### src/bscd_pkg.sv
// Shared types, constants and the CRC-8 step function of the byte-stuffed deframer.
`default_nettype none

package bscd_pkg;

	localparam logic [7:0] DELIM_RESET  = 8'hD5;
	localparam logic [7:0] ESCAPE_RESET = 8'h5C;
	localparam logic [7:0] POLY_RESET   = 8'h07;

	localparam int unsigned CFG_INDEX_W = 2;
	localparam logic [CFG_INDEX_W-1:0] CFG_DELIM  = 2'd0;
	localparam logic [CFG_INDEX_W-1:0] CFG_ESCAPE = 2'd1;
	localparam logic [CFG_INDEX_W-1:0] CFG_POLY   = 2'd2;

	localparam logic [1:0] STATUS_GOOD = 2'd0;
	localparam logic [1:0] STATUS_CRC  = 2'd1;
	localparam logic [1:0] STATUS_LONG = 2'd2;

	typedef enum logic {
		ST_RECV,
		ST_EMIT
	} state_t;

	typedef struct packed {
		logic       store;
		logic       esc_set;
		logic       esc_clr;
		logic       close;
		logic       start_emit;
		logic       status_item;
		logic [1:0] status_code;
		logic       emit;
	} ctrl_cmd_t;

	typedef struct packed {
		logic esc_pend;
		logic is_esc;
		logic is_delim;
		logic empty;
		logic ovf;
		logic good;
		logic out_free;
		logic emit_done;
	} dp_sts_t;

	function automatic logic [7:0] crc8_update(input logic [7:0] crc, input logic [7:0] b,
			input logic [7:0] poly);
		logic [7:0] c;
		c = crc ^ b;
		for (int i = 0; i < 8; i++) begin
			if (c[7]) begin
				c = {c[6:0], 1'b0} ^ poly;
			end else begin
				c = {c[6:0], 1'b0};
			end
		end
		return c;
	endfunction

endpackage

`default_nettype wire

### src/bscd_if.sv
// Valid/ready channel interfaces for received link bytes and deframed result beats.
`default_nettype none

interface bscd_in_if;
	logic       valid;
	logic       ready;
	logic [7:0] rx_byte;

	modport source(output valid, output rx_byte, input ready);
	modport sink(input valid, input rx_byte, output ready);
endinterface

interface bscd_out_if;
	logic       valid;
	logic       ready;
	logic [7:0] data_byte;
	logic       last;
	logic [1:0] status;

	modport source(output valid, output data_byte, output last, output status, input ready);
	modport sink(input valid, input data_byte, input last, input status, output ready);
endinterface

`default_nettype wire

### src/bscd_ram.sv
// Generic single-write, single-read RAM with registered read data.
`default_nettype none

module bscd_ram #(
	parameter int unsigned WIDTH = 8,
	parameter int unsigned DEPTH = 64
) (
	input  wire logic                     clk,
	input  wire logic                     wr_en,
	input  wire logic [$clog2(DEPTH)-1:0] wr_addr,
	input  wire logic [WIDTH-1:0]         wr_data,
	input  wire logic                     rd_en,
	input  wire logic [$clog2(DEPTH)-1:0] rd_addr,
	output logic      [WIDTH-1:0]         rd_data
);

	logic [WIDTH-1:0] mem_q [DEPTH];

	always_ff @(posedge clk) begin
		if (wr_en) begin
			mem_q[wr_addr] <= wr_data;
		end
		if (rd_en) begin
			rd_data <= mem_q[rd_addr];
		end
	end

endmodule

`default_nettype wire

### src/bscd_ctrl.sv
// Controller state machine: decodes each link beat and sequences frame readout.
`default_nettype none

module bscd_ctrl (
	input  wire logic               clk,
	input  wire logic               arst_n,
	input  wire logic               in_valid,
	output logic                    in_ready,
	input  wire bscd_pkg::dp_sts_t  sts,
	output bscd_pkg::ctrl_cmd_t     cmd
);
	import bscd_pkg::*;

	state_t state_q;
	state_t state_d;

	always_ff @(posedge clk or negedge arst_n) begin
		if (!arst_n) begin
			state_q <= ST_RECV;
		end else begin
			state_q <= state_d;
		end
	end

	always_comb begin
		state_d = state_q;
		case (state_q)
			ST_RECV: begin
				if (cmd.start_emit) begin
					state_d = ST_EMIT;
				end
			end
			ST_EMIT: begin
				if (sts.emit_done) begin
					state_d = ST_RECV;
				end
			end
			default: state_d = ST_RECV;
		endcase
	end

	always_comb begin
		cmd      = '0;
		in_ready = 1'b0;
		case (state_q)
			ST_RECV: begin
				in_ready = sts.out_free;
				if (in_valid && sts.out_free) begin
					if (sts.esc_pend) begin
						cmd.esc_clr = 1'b1;
						cmd.store   = 1'b1;
					end else if (sts.is_esc) begin
						cmd.esc_set = 1'b1;
					end else if (sts.is_delim) begin
						if (!sts.empty) begin
							cmd.close = 1'b1;
							if (sts.ovf) begin
								cmd.status_item = 1'b1;
								cmd.status_code = STATUS_LONG;
							end else if (!sts.good) begin
								cmd.status_item = 1'b1;
								cmd.status_code = STATUS_CRC;
							end else begin
								cmd.start_emit = 1'b1;
							end
						end
					end else begin
						cmd.store = 1'b1;
					end
				end
			end
			ST_EMIT: begin
				cmd.emit = 1'b1;
			end
			default: ;
		endcase
	end

endmodule

`default_nettype wire

### src/bscd_dp.sv
// Datapath: config registers, frame buffer, running CRC, readout pipeline and output register.
`default_nettype none

module bscd_dp #(
	parameter int unsigned MAX_FRAME = 64
) (
	input  wire logic                                 clk,
	input  wire logic                                 arst_n,
	input  wire logic                                 cfg_wr_en,
	input  wire logic [bscd_pkg::CFG_INDEX_W-1:0]     cfg_index,
	input  wire logic [7:0]                           cfg_wdata,
	input  wire logic [7:0]                           rx_byte,
	input  wire bscd_pkg::ctrl_cmd_t                  cmd,
	output bscd_pkg::dp_sts_t                         sts,
	output logic                                      out_valid,
	input  wire logic                                 out_ready,
	output logic [7:0]                                out_data_byte,
	output logic                                      out_last,
	output logic [1:0]                                out_status
);
	import bscd_pkg::*;

	localparam int unsigned CW = $clog2(MAX_FRAME + 1);
	localparam int unsigned AW = $clog2(MAX_FRAME);

	logic [7:0]    delim_q;
	logic [7:0]    escape_q;
	logic [7:0]    poly_q;
	logic [CW-1:0] fill_q;
	logic [7:0]    crc_q;
	logic          esc_q;
	logic          ovf_q;
	logic [AW-1:0] len_q;
	logic [AW-1:0] idx_q;
	logic          pend_q;
	logic          pend_last_q;
	logic          out_valid_q;
	logic [7:0]    out_data_q;
	logic          out_last_q;
	logic [1:0]    out_status_q;

	logic          full;
	logic          wr_en;
	logic          out_load;
	logic          rd_en;
	logic [7:0]    rd_data;

	// Hold register writes
	always_ff @(posedge clk or negedge arst_n) begin
		if (!arst_n) begin
			delim_q  <= DELIM_RESET;
			escape_q <= ESCAPE_RESET;
			poly_q   <= POLY_RESET;
		end else if (cfg_wr_en) begin
			case (cfg_index)
				CFG_DELIM:  delim_q  <= cfg_wdata;
				CFG_ESCAPE: escape_q <= cfg_wdata;
				CFG_POLY:   poly_q   <= cfg_wdata;
				default: ;
			endcase
		end
	end

	assign full     = (fill_q == CW'(MAX_FRAME));
	assign wr_en    = cmd.store && !full;
	assign out_load = pend_q && (!out_valid_q || out_ready);
	assign rd_en    = cmd.emit && (idx_q != len_q) && (!pend_q || out_load);

	bscd_ram #(
		.WIDTH(8),
		.DEPTH(MAX_FRAME)
	) u_store (
		.clk    (clk),
		.wr_en  (wr_en),
		.wr_addr(fill_q[AW-1:0]),
		.wr_data(rx_byte),
		.rd_en  (rd_en),
		.rd_addr(idx_q),
		.rd_data(rd_data)
	);

	always_ff @(posedge clk or negedge arst_n) begin
		if (!arst_n) begin
			fill_q <= '0;
			crc_q  <= '0;
			esc_q  <= 1'b0;
			ovf_q  <= 1'b0;
		end else begin
			if (cmd.esc_set) begin
				esc_q <= 1'b1;
			end else if (cmd.esc_clr) begin
				esc_q <= 1'b0;
			end
			if (cmd.close) begin
				fill_q <= '0;
				crc_q  <= '0;
				ovf_q  <= 1'b0;
			end else if (cmd.store) begin
				if (full) begin
					ovf_q <= 1'b1;
				end else begin
					fill_q <= CW'(fill_q + CW'(1));
					crc_q  <= crc8_update(crc_q, rx_byte, poly_q);
				end
			end
		end
	end

	// Advance the readout: RAM read register feeds the output register
	always_ff @(posedge clk or negedge arst_n) begin
		if (!arst_n) begin
			len_q       <= '0;
			idx_q       <= '0;
			pend_q      <= 1'b0;
			pend_last_q <= 1'b0;
		end else begin
			if (cmd.start_emit) begin
				len_q <= AW'(CW'(fill_q - CW'(1)));
				idx_q <= '0;
			end else if (rd_en) begin
				idx_q <= AW'(idx_q + AW'(1));
			end
			if (rd_en) begin
				pend_q      <= 1'b1;
				pend_last_q <= (AW'(idx_q + AW'(1)) == len_q);
			end else if (out_load) begin
				pend_q <= 1'b0;
			end
		end
	end

	always_ff @(posedge clk or negedge arst_n) begin
		if (!arst_n) begin
			out_valid_q <= 1'b0;
		end else if (out_load || cmd.status_item) begin
			out_valid_q <= 1'b1;
		end else if (out_ready) begin
			out_valid_q <= 1'b0;
		end
	end

	always_ff @(posedge clk) begin
		if (out_load) begin
			out_data_q   <= rd_data;
			out_last_q   <= pend_last_q;
			out_status_q <= STATUS_GOOD;
		end else if (cmd.status_item) begin
			out_data_q   <= '0;
			out_last_q   <= 1'b1;
			out_status_q <= cmd.status_code;
		end
	end

	assign out_valid     = out_valid_q;
	assign out_data_byte = out_data_q;
	assign out_last      = out_last_q;
	assign out_status    = out_status_q;

	always_comb begin
		sts.esc_pend  = esc_q;
		sts.is_esc    = (rx_byte == escape_q);
		sts.is_delim  = (rx_byte == delim_q);
		sts.empty     = (fill_q == '0) && !ovf_q;
		sts.ovf       = ovf_q;
		sts.good      = (fill_q >= CW'(2)) && (crc_q == '0);
		sts.out_free  = !out_valid_q || out_ready;
		sts.emit_done = out_load && pend_last_q;
	end

endmodule

`default_nettype wire

### src/byte_stuffed_crc8_deframer_unit.sv
// Byte-stuffed CRC-8 deframer: receives link bytes, checks frames and delivers payload beats.
// While receiving, the block takes one link byte per cycle whenever the output register is free
// or being drained. A closing delimiter of a good frame of N stored bytes stops input while the
// N-1 payload bytes are read back from the frame buffer's registered read port, one beat per
// cycle unless held by output back-pressure. A bad or overlong frame yields a single status
// beat. The frame buffer needs no clearing pass after reset.
`default_nettype none

module byte_stuffed_crc8_deframer_unit #(
	parameter int unsigned MAX_FRAME = 64
) (
	input  wire logic                             clk,
	input  wire logic                             arst_n,
	bscd_in_if.sink                               link,
	bscd_out_if.source                            frame,
	input  wire logic                             cfg_wr_en,
	input  wire logic [bscd_pkg::CFG_INDEX_W-1:0] cfg_index,
	input  wire logic [7:0]                       cfg_wdata
);
	import bscd_pkg::*;

	ctrl_cmd_t cmd;
	dp_sts_t   sts;
	logic      in_ready;

	bscd_ctrl u_ctrl (
		.clk     (clk),
		.arst_n  (arst_n),
		.in_valid(link.valid),
		.in_ready(in_ready),
		.sts     (sts),
		.cmd     (cmd)
	);

	bscd_dp #(
		.MAX_FRAME(MAX_FRAME)
	) u_dp (
		.clk          (clk),
		.arst_n       (arst_n),
		.cfg_wr_en    (cfg_wr_en),
		.cfg_index    (cfg_index),
		.cfg_wdata    (cfg_wdata),
		.rx_byte      (link.rx_byte),
		.cmd          (cmd),
		.sts          (sts),
		.out_valid    (frame.valid),
		.out_ready    (frame.ready),
		.out_data_byte(frame.data_byte),
		.out_last     (frame.last),
		.out_status   (frame.status)
	);

	assign link.ready = in_ready;

	a_emit_stalls_input: assert property (@(posedge clk) disable iff (!arst_n)
		cmd.start_emit |=> !link.ready)
		else $error("input accepted during frame readout");

	a_done_ends_emit: assert property (@(posedge clk) disable iff (!arst_n)
		sts.emit_done |=> !cmd.emit)
		else $error("readout continues after final beat");

	a_store_not_close: assert property (@(posedge clk) disable iff (!arst_n)
		cmd.store |-> !cmd.close && !cmd.status_item)
		else $error("store and close in one beat");

	a_status_is_last: assert property (@(posedge clk) disable iff (!arst_n)
		frame.valid && (frame.status != STATUS_GOOD) |-> frame.last && (frame.data_byte == '0))
		else $error("status beat without last mark");

endmodule

`default_nettype wire
### src/flat_wrapper.sv
// flat-port wrapper written by rule: the top's interface ports become plain ports
module byte_stuffed_crc8_deframer_unit_flat import bscd_pkg::*;
#(
	parameter int unsigned MAX_FRAME = 64
)
  (clk, arst_n, cfg_wr_en, cfg_index, cfg_wdata, link_valid, link_rx_byte, link_ready, frame_valid, frame_data_byte, frame_last, frame_status, frame_ready);
  bscd_in_if link_i ();
  bscd_out_if frame_i ();
  input  wire logic clk;
  input  wire logic arst_n;
  input  wire logic cfg_wr_en;
  input  wire logic [bscd_pkg::CFG_INDEX_W-1:0] cfg_index;
  input  wire logic [7:0] cfg_wdata;
  input wire logic [$bits(link_i.valid)-1:0] link_valid;
  input wire logic [$bits(link_i.rx_byte)-1:0] link_rx_byte;
  output wire logic [$bits(link_i.ready)-1:0] link_ready;
  output wire logic [$bits(frame_i.valid)-1:0] frame_valid;
  output wire logic [$bits(frame_i.data_byte)-1:0] frame_data_byte;
  output wire logic [$bits(frame_i.last)-1:0] frame_last;
  output wire logic [$bits(frame_i.status)-1:0] frame_status;
  input wire logic [$bits(frame_i.ready)-1:0] frame_ready;
  assign link_i.valid = link_valid;
  assign link_i.rx_byte = link_rx_byte;
  assign link_ready = link_i.ready;
  assign frame_valid = frame_i.valid;
  assign frame_data_byte = frame_i.data_byte;
  assign frame_last = frame_i.last;
  assign frame_status = frame_i.status;
  assign frame_i.ready = frame_ready;
  byte_stuffed_crc8_deframer_unit #(.MAX_FRAME(MAX_FRAME)) u_core (.clk(clk), .arst_n(arst_n), .link(link_i), .frame(frame_i), .cfg_wr_en(cfg_wr_en), .cfg_index(cfg_index), .cfg_wdata(cfg_wdata));
endmodule
### config.mk
export PLATFORM = sky130hd
export DESIGN_NAME = byte_stuffed_crc8_deframer_unit_flat
export DESIGN_NICKNAME = d
export VERILOG_FILES = /design/src/bscd_pkg.sv /design/src/bscd_if.sv /design/src/bscd_ram.sv /design/src/bscd_ctrl.sv /design/src/bscd_dp.sv /design/src/byte_stuffed_crc8_deframer_unit.sv /design/src/flat_wrapper.sv
export SDC_FILE = /design/constraint.sdc
export NUM_CORES = 1
export LEC_CHECK = 0
export BUFFER_PORTS_ARGS = -buffer_cell sky130_fd_sc_hd__buf_2
export CAP_MARGIN = 20
export CORE_MARGIN = 2
export CORE_UTILIZATION = 60
export CTS_BUF_LIST = sky130_fd_sc_hd__clkbuf_16
export DETAILED_ROUTE_END_ITERATION = 16
export PLACE_DENSITY = 0.76
export SETUP_SLACK_MARGIN = 0.1
export SYNTH_ARGS = -nofsm -noshare
export SYNTH_HDL_FRONTEND = slang
export SYNTH_HIERARCHICAL = 1
export SYNTH_SLANG_ARGS = --single-unit
### constraint.sdc
create_clock -name clk -period 4.23 [get_ports clk]
set_input_delay 0 -clock clk [delete_from_list [all_inputs] [get_ports clk]]
set_output_delay 0 -clock clk [all_outputs]
set_load 0.01 [all_outputs]
Yosys cells after proc, flatten, opt, wreduce, memory -nomap -nowiden
Memories as Yosys holds them, arrays and structs flattened. A register that Yosys moved wholly into a read port is not among the register bits.
Index checks and enable logic that the tools add are counted.
{"block": "totals", "ramBits": 512, "register_bits": 68, "out_inout_bits": 13, "n_memories": 1}
{"memory": "u_core.u_dp.u_store.mem_q", "words": 64, "word_bits": 8, "rd": 1, "rd_ports_with_merged_regs": 1, "wr": 1, "line": "bscd_ram.sv:17", "text": "logic [WIDTH-1:0] mem_q [DEPTH];"}
{"block": "op_classes", "mux": 73, "n_lt_le_gt_ge": 1, "n_eq_ne": 8, "bitwise": 10, "n_reduce_logical": 30, "n_addsub": 3}
{"cell": "$mux W8", "n": 36}
{"cell": "$xor A8 B8 Y8", "n": 9}
{"cell": "$mux W1", "n": 25}
{"cell": "$mux W7", "n": 3}
{"cell": "$mux W5", "n": 4}
{"cell": "$eq A8 B8 Y1", "n": 2}
{"cell": "$reduce_bool A2 Y1", "n": 7}
{"cell": "$mux W6", "n": 2}
{"cell": "$reduce_and A2 Y1", "n": 5}
{"cell": "$logic_and A1 B1 Y1", "n": 8}
{"cell": "$logic_not A8 Y1", "n": 1}
{"cell": "$add A7 B1 Y7 const B", "n": 1}
{"cell": "$eq A7 B7 Y1 const B", "n": 1}
{"cell": "$ge A7 B2 Y1 const B", "n": 1}
{"cell": "$logic_not A7 Y1", "n": 1}
{"cell": "$add A6 B1 Y6 const B", "n": 1}
{"cell": "$eq A6 B6 Y1", "n": 1}
{"cell": "$mux W3", "n": 2}
{"cell": "$ne A6 B6 Y1", "n": 1}
{"cell": "$sub A6 B1 Y6 const B", "n": 1}
{"cell": "$logic_not A1 Y1", "n": 4}
{"cell": "$logic_or A1 B1 Y1", "n": 3}
{"cell": "$eq A2 B1 Y1 const B", "n": 1}
{"cell": "$eq A2 B2 Y1 const B", "n": 1}
{"cell": "4 further kinds", "n": 4}

Depth between registers and ports, before layout
Gate-level depths: netlist of run 1.
{"block": "logic_depth", "depth_word": 47, "depth_mapped": 15, "depth_no_buf": 12}

Modules after synthesis
The synthesis of run 1 kept the hierarchy.
{"module": "bscd_ram", "n_inst": 1, "cells_per_inst": 940, "seq_area_each_um2": 15615.0, "area_per_inst_um2": 20246.9}
{"module": "bscd_dp", "n_inst": 1, "cells_per_inst": 500, "seq_area_each_um2": 1726.7, "area_per_inst_um2": 4785.8}
{"module": "bscd_ctrl", "n_inst": 1, "cells_per_inst": 21, "seq_area_each_um2": 25.0, "area_per_inst_um2": 156.4}

Worst setup path before layout of run 1
Ideal clock, no wire load.
{"block": "synth_path", "path_type": "register to register", "start": "register u_core.u_dp.crc_q[6]", "end": "register u_core.u_dp.crc_q[3]", "t_arrival_ns": 3.488, "stages_incl_launch_ff": 13, "slack_ns": 0.638, "t_required_ns": 4.126, "n_path_buf": 0, "cell_sequence": "dfrtp_1 -> xnor2_2 -> nor2_1 -> a221o_1 -> a211oi_2 -> xnor2_2 -> mux2i_4 -> xor2_4 -> xor2_2 -> nand2_1 -> xor3_1 -> o41a_1 -> o311ai_1"}
{"block": "synth_via", "elab_chain_cells": 39}
{"element": "from (decl)", "line": "bscd_dp.sv:30", "text": "logic [7:0] crc_q;"}
{"element": "from (signal assigned)", "line": "bscd_dp.sv:103", "text": "crc_q <= crc8_update(crc_q, rx_byte, poly_q);"}
{"element": "$xor A8 B8 Y8 *", "line": "bscd_pkg.sv:49", "text": "c = crc ^ b;"}
{"element": "$xor A8 B8 Y8", "line": "bscd_pkg.sv:52", "text": "c = {c[6:0], 1'b0} ^ poly;"}
{"element": "$mux W8 *", "line": "bscd_pkg.sv:51", "text": "if (c[7]) begin"}
{"element": "$mux W8 *", "line": "bscd_dp.sv:99", "text": "if (full) begin"}
{"element": "$mux W8 *", "line": "bscd_dp.sv:98", "text": "end else if (cmd.store) begin"}
{"element": "$mux W8 *", "line": "bscd_dp.sv:94", "text": "if (cmd.close) begin"}
{"element": "$mux W8 *", "line": "bscd_pkg.sv:51"}
{"element": "$mux W8 *", "line": "bscd_dp.sv:99"}
{"element": "[23 not listed]"}
{"element": "$mux W8 *", "line": "bscd_dp.sv:99"}
{"element": "$mux W8 *", "line": "bscd_dp.sv:98"}
{"element": "$mux W8 *", "line": "bscd_dp.sv:94"}
{"element": "$xor A8 B8 Y8 or $mux W8 (tied branches)", "line": "bscd_pkg.sv:52, bscd_dp.sv:94"}
{"element": "$mux W8 *", "line": "bscd_pkg.sv:51"}
{"element": "$mux W8 *", "line": "bscd_dp.sv:99"}
{"element": "$mux W8 *", "line": "bscd_dp.sv:98"}
{"element": "$mux W8 *", "line": "bscd_dp.sv:94"}
Every way passes the cells marked *; elsewhere a longest branch is shown, timed or not. The select of a mux whose other input is x is not followed.
A chain may end at the register's enable or synchronous reset.

Final worst setup path of run 1
{"block": "layout_path", "start": "register u_core.u_dp.crc_q[7]", "end": "register u_core.u_dp.crc_q[3]"}
{"block": "layout_via", "elab_chain_cells": 39}
{"element": "$xor A8 B8 Y8 *", "line": "bscd_pkg.sv:49"}
{"element": "$mux W8 *", "line": "bscd_pkg.sv:51"}
{"element": "$mux W8 *", "line": "bscd_dp.sv:99"}
{"element": "$mux W8 *", "line": "bscd_dp.sv:98"}
{"element": "$mux W8 *", "line": "bscd_dp.sv:94"}
{"element": "$xor A8 B8 Y8", "line": "bscd_pkg.sv:52"}
{"element": "$mux W8 *", "line": "bscd_pkg.sv:51"}
{"element": "$mux W8 *", "line": "bscd_dp.sv:99"}
{"element": "[23 not listed]"}
{"element": "$mux W8 *", "line": "bscd_dp.sv:99"}
{"element": "$mux W8 *", "line": "bscd_dp.sv:98"}
{"element": "$mux W8 *", "line": "bscd_dp.sv:94"}
{"element": "$xor A8 B8 Y8 or $mux W8 (tied branches)", "line": "bscd_pkg.sv:52, bscd_dp.sv:94"}
{"element": "$mux W8 *", "line": "bscd_pkg.sv:51"}
{"element": "$mux W8 *", "line": "bscd_dp.sv:99"}
{"element": "$mux W8 *", "line": "bscd_dp.sv:98"}
{"element": "$mux W8 *", "line": "bscd_dp.sv:94"}
Marks and branches as above.

==> results.md, run 1 <==
* Status: finished, final reports clean
* RR Startpoint: u_core/u_dp/crc_q[7]
* Initial core utilization at 0.605
* Commonest non-fill, non-tap cell in the layout: edfxtp_1
* Pleak at 9.33 nW
* CP required at 4740 ps
* Synthesized area at 25,200 µm²
* Total track usage at 0.268
* Final Cycle Share at 0.940
* DIE HEIGHT at 209 µm
* Async set-reset flop share out of synthesis at 0.0969
* Initial DRC count at 1,316
* Syn_nets at 1,489
* Final setup fails at 0
* Synth Flop Type: edfxtp_1
* Gate count of the mapped netlist at 1,461
* DR WL/cell at 26.6 µm
* CP bufs+invs at 0
* Worst-path clk slew at 60 ps
* DP HPWL at 35,900 µm
* Crit-path cells: xnor2_4 > xnor2_4 > a221o_1 > a211oi_2 > xnor2_4 > mux2i_4 > xor2_4 > xor2_2 > nand2_1 > xor3_1 > o41a_1 > o311ai_1
* Core Util, Final at 0.674
* CP arrival at 4490 ps
* Worst-path fanout max at 8
* FF+latch count, synth at 588
* Period minus WS final at 3970 ps
* Rel. slew slack at 0.330
* Crit path launch type: flip-flop
* Max incr delay on CP at 520 ps
* Critical Path Source: u_core/u_dp/crc_q[7]
* Crit-path leading delay family: XOR/XNOR gates
* Capturing point of the worst reg2reg path: u_core/u_dp/crc_q[3]
* Drt drc at 0
* Non-Filler Instances at 2,145
* CORE AREA at 41,700 µm²
* Largest net degree at the start of global routing at 67
* Vias per inst at 6.48
* NumNets Final at 1,591
* Path depth of the worst reg2reg path at 12
* Clock sink count at 588
* CTS tree: done
* Via count at 13,900
* Final Slew Violations at 0
* Hold depth at 3
* Layout area overhead at 11.5%
* PortBufs at 35
* Sequential element share of the synthesized area at 0.689
* RSZ-0062 raised after global routing: false
* Die area at 43,600 µm²
* Number of distinct library cells after synthesis at 85
* Fmax at 252 MHz
* Crit. End Element: flip-flop
* Worst skew pair latency at 630 ps
* Final wirelength at 57,200 µm
* Placed cell count at 2,029
* Router iterations before antenna repair at 7
* Cell repeated most along the worst path: xnor2_4
* Most frequent cells in the layout: edfxtp_1, nor2_1, mux4_2
* Peak supply drop at 0.000768 V
* Total I/O pin count at 36
* Gr ovfl total at 0
* Clk root buf: clkbuf_16
* YS warnings at 6
* Vias in the first global route at 14,000
* Setup tns final at 0 ps
* R2r setup slk at 260 ps
* First-pass GRT wire length at 86,400 µm
* Least-Margin Pin Slew at 1000 ps
* Post-synthesis average cell area at 17.2 µm²
* Critical path class: reg -> reg
* CTS Buf Count at 56
* Die width at 209 µm
* Remaining antenna violation count at 0
* H-tree levels at 2
* Clock buffer depth at 3
* Initial antenna violation count at 0
* Hold Crit Class: in -> reg
* Std-Cell Rows at 75
* Final Hold Viols at 0
* Number of enable flip-flop cells after synthesis at 529
* Power per cell area at 625 nW/µm²
* MaxCap Viol Count at 0
* Crit-path slowest cell: dfrtp_1
* CP Capture Point: u_core/u_dp/crc_q[3]
* Antenna Cells at 0
* Critical path depth at 12
* Routability Congestion at 0.870
* Final Skew at 33.7 ps
* Share of post-route cells with drive strength above 1 at 0.249
[worst reg2reg max path, delay by kind of cell (launching register included)]
family          cells  cell delay, ps
flops               1             520
xor+xnor            6            1730
compound gates      4            1130
mux                 1             350
simple gates        1             130
[power breakdown]
group | leakage, nW | switching [mW] | total, mW | internal (mW)
clock network | 0.877 | 2.11 | 4.63 | 2.52
logic | 3.00 | 3.16 | 5.85 | 2.69
registers | 5.45 | 0.411 | 7.07 | 6.66
[kinds of logic (layout without fill, tap and decap cells)]
| kind of cell | count (synthesis) | after routing | synth area share |
|---|---|---|---|
| simple gates | 344 | 344 | 0.0661 |
| buf+inv | 102 | 247 | 0.0224 |
| mux | 195 | 195 | 0.143 |
| fa+ha+maj | 5 | 5 | 0.00248 |
| xor+xnor | 87 | 87 | 0.0367 |
| flops | 588 | 588 | 0.689 |
| compound gates | 140 | 140 | 0.0404 |
[registers in the layout (all words and copies together) (netlist names)]
register	flops
u_core/u_dp/poly_q	8
u_core/u_dp/fill_q	7
u_core/u_dp/out_last	1
u_core/u_dp/out_valid	1
u_core/u_dp/crc_q	8
u_core/u_dp/pend_q	1
u_core/u_dp/pend_last_q	1
u_core/u_dp/delim_q	8
u_core/u_dp/out_data_byte	8
u_core/u_dp/u_store/mem_q	512
u_core/u_dp/u_store/rd_data	8
u_core/u_dp/len_q	6
u_core/u_dp/out_status	2
u_core/u_dp/esc_q	1
u_core/u_dp/ovf_q	1
u_core/u_dp/idx_q	6
u_core/u_dp/escape_q	8
u_core/u_ctrl/state_q	1
[cell type report]
| class | instances | area (µm²) |
|---|---|---|
| well taps | 539 | 674 |
| fillers | 2760 | 13600 |
| inverters | 18 | 67.6 |
| clock buffers | 56 | 1400 |
| multi-input cells | 771 | 7340 |
| clock inverters | 45 | 290 |
| flip-flops and latches | 588 | 17400 |
| repair buffers | 128 | 936 |
[Yosys cell counts (all sizes together) (7+ instances only)]
cell	count	area, µm²
xnor2	65	633
nor3	19	95.1
nand2b	13	81.3
nor4	11	81.3
nand3	21	105
edfxtp	529	15900
nor2b	18	113
inv	17	63.8
mux2i	30	313
and2	11	68.8
mux2	39	439
a221oi	7	61.3
clkbuf	34	131
nor2	126	473
a21oi	24	120
nand4	13	81.3
nand3b	9	67.6
mux4	126	2840
nand2	70	263
a211oi	7	57.6
xor2	18	199
dfstp	12	315
or3	11	73.8
o21ai	23	115
buf	50	365
o22ai	9	56.3
o221ai	9	78.8
dfrtp	45	1130
[what timing repair did]
item,CTS,global route
setup buffers,0,0
endpoints found under the hold margin,90,0
resized for setup,0,11
hold buffers,15,0
endpoints found under the setup margin,0,6
[through the flow]
stage	worst slack, ps	area (µm²)	hold WS, ps	total power [mW]
floorplan	638	25200	-296	11.6
global placement	237	26200	212	12.7
detailed placement	167	26200	223	12.8
CTS	146	28000	49.5	17.4
global route	90.2	28100	85.2	18.3
finish	256	28100	69.7	17.6
[how the worst min path moves through the flow]
stage / start / endpoint
5_1_grt: cfg_wr_en / u_core/u_dp/poly_q[1]
6_report: cfg_wr_en / u_core/u_dp/poly_q[6]
3_5_place_dp: arst_n / u_core/u_dp/esc_q
3_3_place_gp: arst_n / u_core/u_dp/esc_q
4_1_cts: cfg_index[0] / u_core/u_dp/escape_q[0]
2_1_floorplan: arst_n / u_core/u_ctrl/state_q
[routing by layer]
metal	GRT usage	up-vias	routed length, µm
met4	0.0818	0	1600
li1	-	5961	-
met3	0.0383	104	4220
met5	0	-	0
met1	0.374	7206	22500
met2	0.445	629	28800
Note: power is estimated with default switching activity, not from simulation.
==> run 2: changes to the inputs <==
--- a/config.mk
+++ b/config.mk
@@ -5,7 +5,8 @@
 export SDC_FILE = /design/constraint.sdc
 export NUM_CORES = 1
 export LEC_CHECK = 0
-export BUFFER_PORTS_ARGS = -buffer_cell sky130_fd_sc_hd__buf_2
+export ABC_CLOCK_PERIOD_IN_PS = 4230
+export BUFFER_PORTS_ARGS = -buffer_cell sky130_fd_sc_hd__buf_4
 export CAP_MARGIN = 20
 export CORE_MARGIN = 2
 export CORE_UTILIZATION = 60
==> results.md, run 2 (same netlist as run 1, synthesis figures left out) <==
* Status: complete, but fails checks
* Violated checks: negative hold slack
* Drt drc at 0
* PortBufs at 35
* Worst-path clk slew at 60 ps
* Critical path class: reg -> reg
* DIE HEIGHT at 209 µm
* Layout area overhead at 11.9%
* Final Cycle Share at 0.942
* Final Slew Violations at 0
* Final wirelength at 57,800 µm
* MaxCap Viol Count at 0
* Commonest non-fill, non-tap cell in the layout: edfxtp_1
* Total track usage at 0.271
* Crit. End Element: flip-flop
* Rel. slew slack at 0.356
* Crit-path leading delay family: compound AO/OA/AOI/OAI gates
* Reg with most FFs: u_core/u_dp/u_store/mem_q
* CP bufs+invs at 2
* Via count at 13,900
* Vias in the first global route at 13,800
* Critical Path Source: u_core/u_dp/crc_q[7]
* CP required at 4720 ps
* Most frequent cells in the layout: edfxtp_1, nor2_1, mux4_2
* Die width at 209 µm
* DR WL/cell at 27.0 µm
* RSZ-0062 raised after global routing: false
* Gr ovfl total at 0
* Initial DRC count at 1,477
* Remaining antenna violation count at 0
* Crit path launch type: flip-flop
* Antenna Cells at 0
* Worst skew pair latency at 620 ps
* NumNets Final at 1,593
* Clk root buf: clkbuf_16
* Max incr delay on CP at 510 ps
* Pleak at 9.40 nW
* Hold Crit Class: in -> async
* Clock buffer depth at 3
* Largest net degree at the start of global routing at 67
* DP HPWL at 36,100 µm
* Total I/O pin count at 36
* Std-Cell Rows at 75
* Crit-path slowest cell: a2111oi_0
* First-pass GRT wire length at 87,800 µm
* Initial core utilization at 0.605
* RR Startpoint: u_core/u_dp/crc_q[7]
* Worst-path fanout max at 11
* Final setup fails at 0
* Peak supply drop at 0.000668 V
* Routability Congestion at 0.839
* Clock sink count at 588
* Final Skew at 22.4 ps
* Hold_ws at -8.04 ps
* Router iterations before antenna repair at 5
* CTS Buf Count at 55
* Period minus WS final at 3980 ps
* Setup tns final at 0 ps
* Share of post-route cells with drive strength above 1 at 0.244
* CTS tree: done
* Final Hold Viols at 2
* Vias per inst at 6.51
* CORE AREA at 41,700 µm²
* Power per cell area at 630 nW/µm²
* Crit-path cells: xnor2_2 > buf_4 > or3_1 > a2111oi_0 > a31o_1 > nor4_1 > or2_2 > a2111oi_0 > buf_4 > nor4_1 > o211a_1 > o21ai_0 > nor2_1 > a211o_1
* Initial antenna violation count at 0
* Die area at 43,600 µm²
* CP arrival at 4480 ps
* Max FFs per register at 512
* H-tree levels at 2
* Least-Margin Pin Slew at 965 ps
* Fmax at 251 MHz
## run 2: changes by cell type in the layout (fill, tap and decap cells not counted), sizes merged
cell	delta
buf	+3
bufinv	+3
clkinv	-12
clkinvlp	-2
inv	+5
## run 2: path summary, 6_finish.rpt
kind	to	slack [ps]	cells after the start
worst max-delay path	u_core/u_dp/crc_q[4]	250	14
worst min-delay path	u_core/u_dp/poly_q[6]	-8	2
worst max register to register	u_core/u_dp/crc_q[4]	250	14
worst min register to register	u_core/u_dp/out_valid	480	1
max in group asynchronous	u_core/u_dp/idx_q[2]	3640	2
min in group clk	u_core/u_dp/poly_q[4]	60	3
## run 2: report_power, final
group / switching [mW] / total, mW / internal, mW
Sequential: 0.406 / 7.07 / 6.66
Clock: 2.06 / 4.74 / 2.68
Combinational: 3.17 / 5.93 / 2.75
## run 2: final cells by class
| class | count | area (µm²) |
|---|---|---|
| repair buffers | 131 | 1050 |
| multi-input cells | 771 | 7300 |
| fillers | 2717 | 13500 |
| clock buffers | 56 | 1400 |
| inverters | 18 | 67.6 |
| clock inverters | 39 | 304 |
| well taps | 539 | 674 |
| flip-flops and latches | 588 | 17400 |
## run 2: repair_timing
action / 4_1_cts / 5_1_grt
setup buffers: 0 / 0
resized for setup: 0 / 6
endpoints found under the hold margin: 109 / 0
setup endpoints to repair: 0 / 5
hold buffers: 15 / 0
## run 2: through the flow
stage               utilization  setup slack, ps  cell area, µm²  cells  power, mW
finish                    0.676              246           28200   2142       17.7
global route              0.676              112           28200   2142       18.5
CTS                       0.675              260           28100   2142       17.7
detailed placement        0.631              293           26300   2032       12.9
global placement          0.631              246           26300   2032       12.8
floorplan                     -              638           25200   1461       11.6
## run 2: per-layer routing
metal / wire length, µm / track usage
met1: 22300 / 0.378
met2: 28500 / 0.435
met3: 5210 / 0.0577
met4: 1750 / 0.0897
met5: 0 / 0
